$ cat src/hw/rtl/gsf_pkg.sv
// Shared constants, types and codes for the goal step follower.
`default_nettype none
package gsf_pkg;

   localparam int POS_WIDTH    = 24;
   localparam int FRAC_BITS    = 12;
   localparam int CORDIC_STEPS = 16;

   localparam int CFG_W   = 16;
   localparam int GAIN_W  = 16;
   localparam int IDX_W   = $clog2(CORDIC_STEPS);
   localparam int DIFF_W  = POS_WIDTH + 1;
   localparam int VEC_W   = POS_WIDTH + 3;
   localparam int STEP_W  = CFG_W + GAIN_W + 3;
   localparam int PROD_W  = VEC_W + GAIN_W + 1;
   localparam int DIST_W  = PROD_W - GAIN_W;
   localparam int RU_W    = STEP_W - GAIN_W;
   localparam int SUM_W   = ((POS_WIDTH > RU_W) ? POS_WIDTH : RU_W) + 1;
   localparam int CSR_IDX_W = 2;

   localparam logic [GAIN_W-1:0] INV_GAIN = GAIN_W'(39797);
   localparam logic [IDX_W-1:0]  LAST_STEP = IDX_W'(CORDIC_STEPS - 1);

   localparam logic [CFG_W-1:0] ARRIVE_RADIUS_RESET =
      CFG_W'(((5 << FRAC_BITS) + 50) / 100);
   localparam logic [CFG_W-1:0] MAX_SPEED_RESET = CFG_W'(1 << (FRAC_BITS - 1));
   localparam logic [CFG_W-1:0] STEP_LENGTH_RESET = ARRIVE_RADIUS_RESET;

   localparam logic [SUM_W-1:0] SAT_HI =
      {{(SUM_W - POS_WIDTH + 1){1'b0}}, {(POS_WIDTH - 1){1'b1}}};
   localparam logic [SUM_W-1:0] SAT_LO =
      {{(SUM_W - POS_WIDTH + 1){1'b1}}, {(POS_WIDTH - 1){1'b0}}};

   localparam logic KIND_GOAL = 1'b0;
   localparam logic KIND_TICK = 1'b1;

   localparam logic [CSR_IDX_W-1:0] CSR_ARRIVE_RADIUS = 2'd0;
   localparam logic [CSR_IDX_W-1:0] CSR_MAX_SPEED     = 2'd1;
   localparam logic [CSR_IDX_W-1:0] CSR_STEP_LENGTH   = 2'd2;

   typedef enum logic [2:0] {
      ST_IDLE,
      ST_LOAD,
      ST_PREP,
      ST_ITER,
      ST_SCALE,
      ST_RND,
      ST_FINISH
   } state_type;

   typedef struct packed {
      logic             load_goal;
      logic             load;
      logic             prep;
      logic             iter;
      logic [IDX_W-1:0] iter_idx;
      logic             scale;
      logic             rnd;
      logic             commit;
   } cmd_type;

   typedef struct packed {
      logic armed;
   } status_type;

endpackage
`default_nettype wire

$ cat src/hw/rtl/goal_step_follower_top.sv
// Top level of the goal step follower: controller, datapath and their connection.
//
//   Channel   Ports              Direction   Moves
//   req       req_valid/ready    in          goal point or control tick request
//   rsp       rsp_valid/ready    out         speed, arrival flag and kept position
//   csr       csr_we             in          write of one of three 16-bit registers
//
// A goal request or a tick while disarmed is taken in the idle state and gives no result.
// An armed tick runs from acceptance through LOAD, PREP, ITER, SCALE, RND and FINISH
// before the next request can be taken; ITER makes the sixteen passes through the one
// shared CORDIC stage. The result register lets the next request be taken while
// a result still waits; a new result waits in the last step until that register is free.
// Reset is synchronous and returns the position to zero and the follower to disarmed.
`default_nettype none
module goal_step_follower_top (
   input  wire logic                                 clock,
   input  wire logic                                 reset,
   input  wire logic                                 req_valid,
   output logic                                      req_ready,
   input  wire logic                                 req_kind,
   input  wire logic signed [gsf_pkg::POS_WIDTH-1:0] req_goal_x,
   input  wire logic signed [gsf_pkg::POS_WIDTH-1:0] req_goal_y,
   output logic                                      rsp_valid,
   input  wire logic                                 rsp_ready,
   output logic [gsf_pkg::CFG_W-1:0]                 rsp_linear_speed,
   output logic                                      rsp_arrived,
   output logic signed [gsf_pkg::POS_WIDTH-1:0]      rsp_position_x,
   output logic signed [gsf_pkg::POS_WIDTH-1:0]      rsp_position_y,
   input  wire logic                                 csr_we,
   input  wire logic [gsf_pkg::CSR_IDX_W-1:0]        csr_index,
   input  wire logic [gsf_pkg::CFG_W-1:0]            csr_wdata
);

   gsf_pkg::cmd_type    cmd;
   gsf_pkg::status_type status;

   gsf_ctrl u_ctrl (
      .clock     (clock),
      .reset     (reset),
      .req_valid (req_valid),
      .req_ready (req_ready),
      .req_kind  (req_kind),
      .rsp_valid (rsp_valid),
      .rsp_ready (rsp_ready),
      .status    (status),
      .cmd       (cmd)
   );

   gsf_datapath u_datapath (
      .clock            (clock),
      .reset            (reset),
      .cmd              (cmd),
      .status           (status),
      .req_goal_x       (req_goal_x),
      .req_goal_y       (req_goal_y),
      .csr_we           (csr_we),
      .csr_index        (csr_index),
      .csr_wdata        (csr_wdata),
      .rsp_linear_speed (rsp_linear_speed),
      .rsp_arrived      (rsp_arrived),
      .rsp_position_x   (rsp_position_x),
      .rsp_position_y   (rsp_position_y)
   );

endmodule
`default_nettype wire

$ cat src/hw/rtl/gsf_ctrl.sv
// Controller state machine that sequences one request through the datapath.
`default_nettype none
module gsf_ctrl (
   input  wire logic                 clock,
   input  wire logic                 reset,
   input  wire logic                 req_valid,
   output logic                      req_ready,
   input  wire logic                 req_kind,
   output logic                      rsp_valid,
   input  wire logic                 rsp_ready,
   input  wire gsf_pkg::status_type  status,
   output gsf_pkg::cmd_type          cmd
);

   gsf_pkg::state_type state_ff, state_in;
   logic [gsf_pkg::IDX_W-1:0] cnt_ff, cnt_in;
   logic rsp_valid_ff, rsp_valid_in;

   always_ff @(posedge clock) begin
      if (reset) begin
         state_ff     <= gsf_pkg::ST_IDLE;
         cnt_ff       <= '0;
         rsp_valid_ff <= 1'b0;
      end else begin
         state_ff     <= state_in;
         cnt_ff       <= cnt_in;
         rsp_valid_ff <= rsp_valid_in;
      end
   end

   always_comb begin
      state_in  = state_ff;
      cnt_in    = cnt_ff;
      req_ready = 1'b0;
      cmd       = '0;
      cmd.iter_idx = cnt_ff;
      unique case (state_ff)
         gsf_pkg::ST_IDLE: begin
            req_ready = 1'b1;
            if (req_valid) begin
               if (req_kind == gsf_pkg::KIND_GOAL) begin
                  cmd.load_goal = 1'b1;
               end else if (status.armed) begin
                  state_in = gsf_pkg::ST_LOAD;
               end
            end
         end
         gsf_pkg::ST_LOAD: begin
            cmd.load = 1'b1;
            state_in = gsf_pkg::ST_PREP;
         end
         gsf_pkg::ST_PREP: begin
            cmd.prep = 1'b1;
            cnt_in   = '0;
            state_in = gsf_pkg::ST_ITER;
         end
         gsf_pkg::ST_ITER: begin
            cmd.iter = 1'b1;
            cnt_in   = cnt_ff + 1'b1;
            if (cnt_ff == gsf_pkg::LAST_STEP) begin
               state_in = gsf_pkg::ST_SCALE;
            end
         end
         gsf_pkg::ST_SCALE: begin
            cmd.scale = 1'b1;
            state_in  = gsf_pkg::ST_RND;
         end
         gsf_pkg::ST_RND: begin
            cmd.rnd  = 1'b1;
            state_in = gsf_pkg::ST_FINISH;
         end
         gsf_pkg::ST_FINISH: begin
            if (!rsp_valid_ff || rsp_ready) begin
               cmd.commit = 1'b1;
               state_in   = gsf_pkg::ST_IDLE;
            end
         end
         default: begin
            state_in = gsf_pkg::ST_IDLE;
         end
      endcase
   end

   always_comb begin
      if (cmd.commit) begin
         rsp_valid_in = 1'b1;
      end else if (rsp_ready) begin
         rsp_valid_in = 1'b0;
      end else begin
         rsp_valid_in = rsp_valid_ff;
      end
   end

   assign rsp_valid = rsp_valid_ff;

endmodule
`default_nettype wire

$ cat src/hw/rtl/gsf_datapath.sv
// Datapath: goal and position registers, shared CORDIC stage, scaling and result register.
`default_nettype none
module gsf_datapath (
   input  wire logic                                 clock,
   input  wire logic                                 reset,
   input  wire gsf_pkg::cmd_type                     cmd,
   output gsf_pkg::status_type                       status,
   input  wire logic signed [gsf_pkg::POS_WIDTH-1:0] req_goal_x,
   input  wire logic signed [gsf_pkg::POS_WIDTH-1:0] req_goal_y,
   input  wire logic                                 csr_we,
   input  wire logic [gsf_pkg::CSR_IDX_W-1:0]        csr_index,
   input  wire logic [gsf_pkg::CFG_W-1:0]            csr_wdata,
   output logic [gsf_pkg::CFG_W-1:0]                 rsp_linear_speed,
   output logic                                      rsp_arrived,
   output logic signed [gsf_pkg::POS_WIDTH-1:0]      rsp_position_x,
   output logic signed [gsf_pkg::POS_WIDTH-1:0]      rsp_position_y
);

   localparam int PW = gsf_pkg::POS_WIDTH;
   localparam int DW = gsf_pkg::DIFF_W;
   localparam int VW = gsf_pkg::VEC_W;
   localparam int SW = gsf_pkg::STEP_W;
   localparam int CW = gsf_pkg::CFG_W;
   localparam int GW = gsf_pkg::GAIN_W;
   localparam int QW = gsf_pkg::PROD_W;
   localparam int TW = gsf_pkg::DIST_W;
   localparam int RW = gsf_pkg::RU_W;
   localparam int UW = gsf_pkg::SUM_W;

   logic [CW-1:0] arrive_radius_ff, max_speed_ff, step_length_ff;
   logic signed [PW-1:0] target_x_ff, target_y_ff, here_x_ff, here_y_ff;
   logic signed [PW-1:0] here_x_in, here_y_in;
   logic armed_ff;

   logic signed [DW-1:0] dx_ff, dy_ff, dx_in, dy_in;
   logic signed [VW-1:0] x_ff, y_ff, x_in, y_in, dx_ext, dy_ext, x_sh, y_sh;
   logic signed [SW-1:0] u_ff, v_ff, u_in, v_in, u_sh, v_sh, uf_ff, vf_ff;
   logic signed [SW-1:0] u_load;
   logic [2*CW-1:0] step_prod;
   logic flip_ff, pos_dir;
   logic signed [QW-1:0] prod_ff, prod_in, prod_rnd;
   logic signed [TW-1:0] dist_ff;
   logic signed [SW-1:0] u_rnd, v_rnd;
   logic signed [RW-1:0] ru_ff, rv_ff;
   logic signed [UW-1:0] sum_x, sum_y;
   logic signed [TW-1:0] radius_ext, max_ext;
   logic at_goal, below_max;
   logic [CW-1:0] speed;

   // Configuration registers.
   always_ff @(posedge clock) begin
      if (reset) begin
         arrive_radius_ff <= gsf_pkg::ARRIVE_RADIUS_RESET;
         max_speed_ff     <= gsf_pkg::MAX_SPEED_RESET;
         step_length_ff   <= gsf_pkg::STEP_LENGTH_RESET;
      end else if (csr_we) begin
         unique case (csr_index)
            gsf_pkg::CSR_ARRIVE_RADIUS: arrive_radius_ff <= csr_wdata;
            gsf_pkg::CSR_MAX_SPEED:     max_speed_ff     <= csr_wdata;
            gsf_pkg::CSR_STEP_LENGTH:   step_length_ff   <= csr_wdata;
            default: begin
            end
         endcase
      end
   end

   // Difference to the goal and scaled step length.
   assign dx_in = {target_x_ff[PW-1], target_x_ff} - {here_x_ff[PW-1], here_x_ff};
   assign dy_in = {target_y_ff[PW-1], target_y_ff} - {here_y_ff[PW-1], here_y_ff};
   assign step_prod = step_length_ff * gsf_pkg::INV_GAIN;
   assign u_load = $signed({{(SW - 2*CW){1'b0}}, step_prod});

   assign dx_ext = {{(VW - DW){dx_ff[DW-1]}}, dx_ff};
   assign dy_ext = {{(VW - DW){dy_ff[DW-1]}}, dy_ff};

   // One CORDIC iteration: vectoring on (x, y), matching rotation on (u, v).
   assign pos_dir = ~y_ff[VW-1];
   assign x_sh = x_ff >>> cmd.iter_idx;
   assign y_sh = y_ff >>> cmd.iter_idx;
   assign u_sh = u_ff >>> cmd.iter_idx;
   assign v_sh = v_ff >>> cmd.iter_idx;

   always_comb begin
      if (cmd.prep) begin
         x_in = dx_ff[DW-1] ? -dx_ext : dx_ext;
         y_in = dx_ff[DW-1] ? -dy_ext : dy_ext;
      end else if (pos_dir) begin
         x_in = x_ff + y_sh;
         y_in = y_ff - x_sh;
      end else begin
         x_in = x_ff - y_sh;
         y_in = y_ff + x_sh;
      end
   end

   always_comb begin
      if (cmd.load) begin
         u_in = u_load;
         v_in = '0;
      end else if (pos_dir) begin
         u_in = u_ff - v_sh;
         v_in = v_ff + u_sh;
      end else begin
         u_in = u_ff + v_sh;
         v_in = v_ff - u_sh;
      end
   end

   // Gain correction and rounding.
   assign prod_in  = x_ff * $signed({1'b0, gsf_pkg::INV_GAIN});
   assign prod_rnd = prod_ff + QW'(1 << (GW - 1));
   assign u_rnd    = uf_ff + SW'(1 << (GW - 1));
   assign v_rnd    = vf_ff + SW'(1 << (GW - 1));

   // Position update with saturation and the arrival decision.
   assign sum_x = {{(UW - PW){here_x_ff[PW-1]}}, here_x_ff}
                + {{(UW - RW){ru_ff[RW-1]}}, ru_ff};
   assign sum_y = {{(UW - PW){here_y_ff[PW-1]}}, here_y_ff}
                + {{(UW - RW){rv_ff[RW-1]}}, rv_ff};

   always_comb begin
      if (sum_x > $signed(gsf_pkg::SAT_HI)) begin
         here_x_in = {1'b0, {(PW - 1){1'b1}}};
      end else if (sum_x < $signed(gsf_pkg::SAT_LO)) begin
         here_x_in = {1'b1, {(PW - 1){1'b0}}};
      end else begin
         here_x_in = sum_x[PW-1:0];
      end
      if (sum_y > $signed(gsf_pkg::SAT_HI)) begin
         here_y_in = {1'b0, {(PW - 1){1'b1}}};
      end else if (sum_y < $signed(gsf_pkg::SAT_LO)) begin
         here_y_in = {1'b1, {(PW - 1){1'b0}}};
      end else begin
         here_y_in = sum_y[PW-1:0];
      end
   end

   assign radius_ext = $signed({{(TW - CW){1'b0}}, arrive_radius_ff});
   assign max_ext    = $signed({{(TW - CW){1'b0}}, max_speed_ff});
   assign at_goal    = dist_ff < radius_ext;
   assign below_max  = dist_ff < max_ext;
   assign speed      = below_max ? dist_ff[CW-1:0] : max_speed_ff;

   // Control state kept by the datapath.
   always_ff @(posedge clock) begin
      if (reset) begin
         armed_ff  <= 1'b0;
         here_x_ff <= '0;
         here_y_ff <= '0;
      end else begin
         if (cmd.load_goal) begin
            armed_ff <= 1'b1;
         end else if (cmd.commit && at_goal) begin
            armed_ff <= 1'b0;
         end
         if (cmd.commit && !at_goal) begin
            here_x_ff <= here_x_in;
            here_y_ff <= here_y_in;
         end
      end
   end

   // Payload registers.
   always_ff @(posedge clock) begin
      if (cmd.load_goal) begin
         target_x_ff <= req_goal_x;
         target_y_ff <= req_goal_y;
      end
      if (cmd.load) begin
         dx_ff <= dx_in;
         dy_ff <= dy_in;
      end
      if (cmd.prep) begin
         flip_ff <= dx_ff[DW-1];
      end
      if (cmd.prep || cmd.iter) begin
         x_ff <= x_in;
         y_ff <= y_in;
      end
      if (cmd.load || cmd.iter) begin
         u_ff <= u_in;
         v_ff <= v_in;
      end
      if (cmd.scale) begin
         prod_ff <= prod_in;
         uf_ff   <= flip_ff ? -u_ff : u_ff;
         vf_ff   <= flip_ff ? -v_ff : v_ff;
      end
      if (cmd.rnd) begin
         dist_ff <= prod_rnd[GW +: TW];
         ru_ff   <= u_rnd[GW +: RW];
         rv_ff   <= v_rnd[GW +: RW];
      end
      if (cmd.commit) begin
         if (at_goal) begin
            rsp_linear_speed <= '0;
            rsp_arrived      <= 1'b1;
            rsp_position_x   <= here_x_ff;
            rsp_position_y   <= here_y_ff;
         end else begin
            rsp_linear_speed <= speed;
            rsp_arrived      <= 1'b0;
            rsp_position_x   <= here_x_in;
            rsp_position_y   <= here_y_in;
         end
      end
   end

   assign status.armed = armed_ff;

endmodule
`default_nettype wire
$ cat config.mk
export PLATFORM = sky130hd
export DESIGN_NAME = goal_step_follower_top
export DESIGN_NICKNAME = d
export VERILOG_FILES = /design/src/hw/rtl/gsf_pkg.sv /design/src/hw/rtl/goal_step_follower_top.sv /design/src/hw/rtl/gsf_ctrl.sv /design/src/hw/rtl/gsf_datapath.sv
export SDC_FILE = /design/constraint.sdc
export NUM_CORES = 2
export LEC_CHECK = 0
export BUFFER_PORTS_ARGS = -buffer_cell sky130_fd_sc_hd__clkbuf_2
export CORE_MARGIN = 2
export CORE_UTILIZATION = 55
export CTS_BUF_LIST = sky130_fd_sc_hd__clkbuf_16
export DETAILED_ROUTE_END_ITERATION = 10
export GPL_TIMING_DRIVEN = 0
export PLACE_DENSITY = 0.81
export SLEW_MARGIN = 20
export SYNTH_ARGS = -nofsm -noshare
export SYNTH_HDL_FRONTEND = slang
export SYNTH_SLANG_ARGS = --single-unit
export TNS_END_PERCENT = 10
$ cat constraint.sdc
create_clock -name clock -period 6.65 [get_ports clock]
set_input_delay 0.3325 -clock clock [delete_from_list [all_inputs] [get_ports clock]]
set_output_delay 0.3325 -clock clock [all_outputs]
set_load 0.03 [all_outputs]
==> flow_summary.yaml <==
placement:
  hpwl_mm: 140.6
  port_buffers: 138
  pre_cts_ws_ns: -3.531
  dpl.cell_count: 7125
  routabilityCongestion: 1.044
  placedInstanceArea_um2: 56830
timing:
  whs_ns: 0.02256
  fin_ws_ns: 0.06640
  max_slew_margin_pct: 14.68
  worst_slew_pin_slew_ns: 1.280
  hold_viol_final: 0
  period_share_pct: 99.00
  fmax_mhz: 151.9
  setup_viol: 0
  fin_crit_ns: 6.584
  rsz0062_at_grt: "true"
  slew_viol_final: 0
  finClkSkew_ns: 0.03500
critical_path:
  cp_data_required_time_ns: 7.00
  critical_path_class: "reg -> reg"
  path_buf_inv: 4
  critPathLaunchType: "flip-flop"
  slowest_delay_ns: 0.59
  critPathTopFamily: "adder cells"
  path_cells: "inv_2 -> fa_1 -> fa_1 -> inv_1 -> fa_1 -> fa_1 -> fa_1 -> inv_1 -> fa_1 -> inv_1 -> ha_4 -> a21o_1 -> a21oi_4 -> a21oi_2 -> o21ai_1 -> o211ai_1 -> and3_1 -> a311o_1 -> nand4_1 -> nand3_2 -> o41ai_4 -> xor2_1 -> a21oi_1"
  critPathArrivalTime_ns: 6.93
  cpMostUsedCell: "fa_1"
  path_max_fanout: 5
  end_kind: "flip-flop"
  slowest_stage: "fa_1"
detailed_routing:
  ant_nets: 0
  drt-total-wl_mm: 186.9
  routedWlPerCell_um: 25.25
  firstDrtPassIters: 6
  drc: 0
  routed-via-count: 46470
  first_iter_violations: 5166
  routed_via_density: 6.277
finish:
  syn2layout_area_growth_pct: 13.00
  multi_input_area_um2: 36720
  final_common_cell: "inv_1"
  num-nets-final: 7015
  seq_area_um2: 14840
  instances_no_fill: 7402
  fillCellCount: 7904
  drive_gt1_share_pct: 12.27
  final_cell_mix: "inv_1, ha_1, nand2_1"
  final_area_um2: 61290
synth:
  synth-simple-area-share_pct: 12.56
  synthFlopType: "edfxtp_1"
  syn_area_um2: 54230
  async_flop_share_pct: 0
  yosys_warnings: 0
  synth-xor-area-share_pct: 7.639
  yosys.cell_types.count: 90
  synth_compound_area_share_pct: 13.71
  yosysSeqAreaShare_pct: 27.30
  ys_seq_elements: 528
  synthCells: 5684
  synth.net_count: 6639
  synthAdderAreaFrac_pct: 25.08
  avgSynthCellArea_um2: 9.542
  synth.mux.area_fraction_pct: 7.581
  synth_top_family_by_area: "adder cells"
  synth_edf_count: 423
grt:
  overflow: 0
  track_usage_pct: 36.18
  grt_pass1_vias: 45540
  antenna_found_initial: 6
  grt_pass1_wl_mm: 277.2
  grt_max_degree: 55
floorplan:
  dieArea_um2: 101100
  start_util_pct: 55.27
  core_area_um2: 98130
  ioPinCount: 139
  rows: 115
  die_h_um: 318.0
  die_w_um: 318.0
power_and_ir_drop:
  power_density_nw_per_um2: 252.3
  leakage_nw: 25.85
  total_power_mw: 15.46
  ir_worst_vdd_uv: 637.0
cts:
  clockRootBuffer: "clkbuf_16"
  htreeDepth: 3
  cts_tree: "done"
  insertion_delay_ns: 0.67
  clock-sinks: 528
  numCtsBuffers: 66
  path_clk_slew_ns: 0.06
  clockBufferDepth: 3
job:
  drv_cap: 0
status:
  status: "finished, final reports clean"
min_path:
  hold_path.class: "in -> reg"
[final cells by class]
| class | instances | share of cell area, % |
|---|---|---|
| Clock inverter | 53 | 0.7656 |
| Sequential cell | 528 | 24.21 |
| Multi-Input combinational cell | 4304 | 59.91 |
| Buffer | 192 | 1.852 |
| Clock buffer | 69 | 2.817 |
| Inverter | 658 | 4.053 |
| Antenna cell | 1 | 0.004083 |
| Timing Repair Buffer | 310 | 3.756 |
| Tap cell | 1287 | 2.627 |
[sequential cells by signal, indices dropped and copies added (netlist names), 19 cells and up]
register	flops
u_datapath.vf_ff	20
u_datapath.target_x_ff	24
u_datapath.y_ff	27
u_datapath.ru_ff	19
u_datapath.rsp_position_x	24
u_datapath.rsp_position_y	24
u_datapath.here_y_ff	24
u_datapath.v_ff	35
u_datapath.u_ff	35
u_datapath.target_y_ff	24
u_datapath.x_ff	27
u_datapath.here_x_ff	24
u_datapath.dist_ff	28
u_datapath.prod_ff	29
u_datapath.rv_ff	19
u_datapath.dx_ff	25
u_datapath.dy_ff	25
u_datapath.uf_ff	20
[what timing repair did]
item,4_1_cts,5_1_grt
endpoints found under the setup margin,114,33
setup buffers,52,41
pin swaps,10,53
hold buffers,63,0
resized for setup,149,151
hold endpoints to repair,90,0
[final timing paths]
kind                                         from                               to  slack [ns]  cells past startpoint
setup / recovery     u_datapath.step_length_ff[9]              u_datapath.u_ff[31]        0.07                     23
hold / removal                       csr_wdata[6]   u_datapath.arrive_radius_ff[6]        0.02                      2
hold reg to reg   u_datapath.arrive_radius_ff[14]  u_datapath.arrive_radius_ff[14]        0.46                      2
setup reg to reg     u_datapath.step_length_ff[9]              u_datapath.u_ff[31]        0.07                     23
[logic make-up (layout without fill, tap and decap cells)]
kind of cell             Yosys count  in the layout
AO/OA/AOI/OAI                   1224           1224
XOR/XNOR                         473            473
adder cells (fa/ha/maj)          898            898
buffers and inverters            852           1282
flip-flops                       528            528
multiplexers                     250            250
other                              0              1
AND/OR/NAND/NOR                 1459           1459
[layer usage]
metal / vias to the layer above / part of all wire (%) / GRT usage (%)
met5: - / 0.018 / 0
met4: 6 / 6.2 / 19.39
met2: 2452 / 44 / 55.98
met1: 22700 / 40 / 47.54
met3: 583 / 10 / 7.999
li1: 20730 / - / -
[metrics by stage]
stage	setup TNS [ns]	utilization [%]
CTS	-0.03591	61.57
detailed placement	-192.40	57.91
global placement	-415.13	57.61
finish	0	62.45
floorplan	0	-
global route	-0.7148	62.45
[Yosys cell counts, drive strengths merged (66+ instances only)]
master,count,area [um2]
a21o,100,750.7
a21oi,401,2007
buf,66,377.9
clkbuf,128,481.7
dfxtp,105,2102
edfxtp,423,12700
fa,320,6406
ha,563,7044
inv,656,2462
mux2i,86,860.8
mux4,123,2789
nand2,517,1941
nand2b,76,475.5
nand3,96,480.5
nor2,376,1411
nor3,97,485.5
o21ai,343,1717
xnor2,304,2663
xor2,169,1480
[power breakdown]
part	internal [mW]	total, mW	leakage (nW)	switching [mW]
clock	2.11	3.69	1.13	1.58
combinational	3.42	7.76	20.0	4.35
sequential	3.92	4.01	4.69	0.0974
Note: power is estimated with default switching activity, not from simulation.
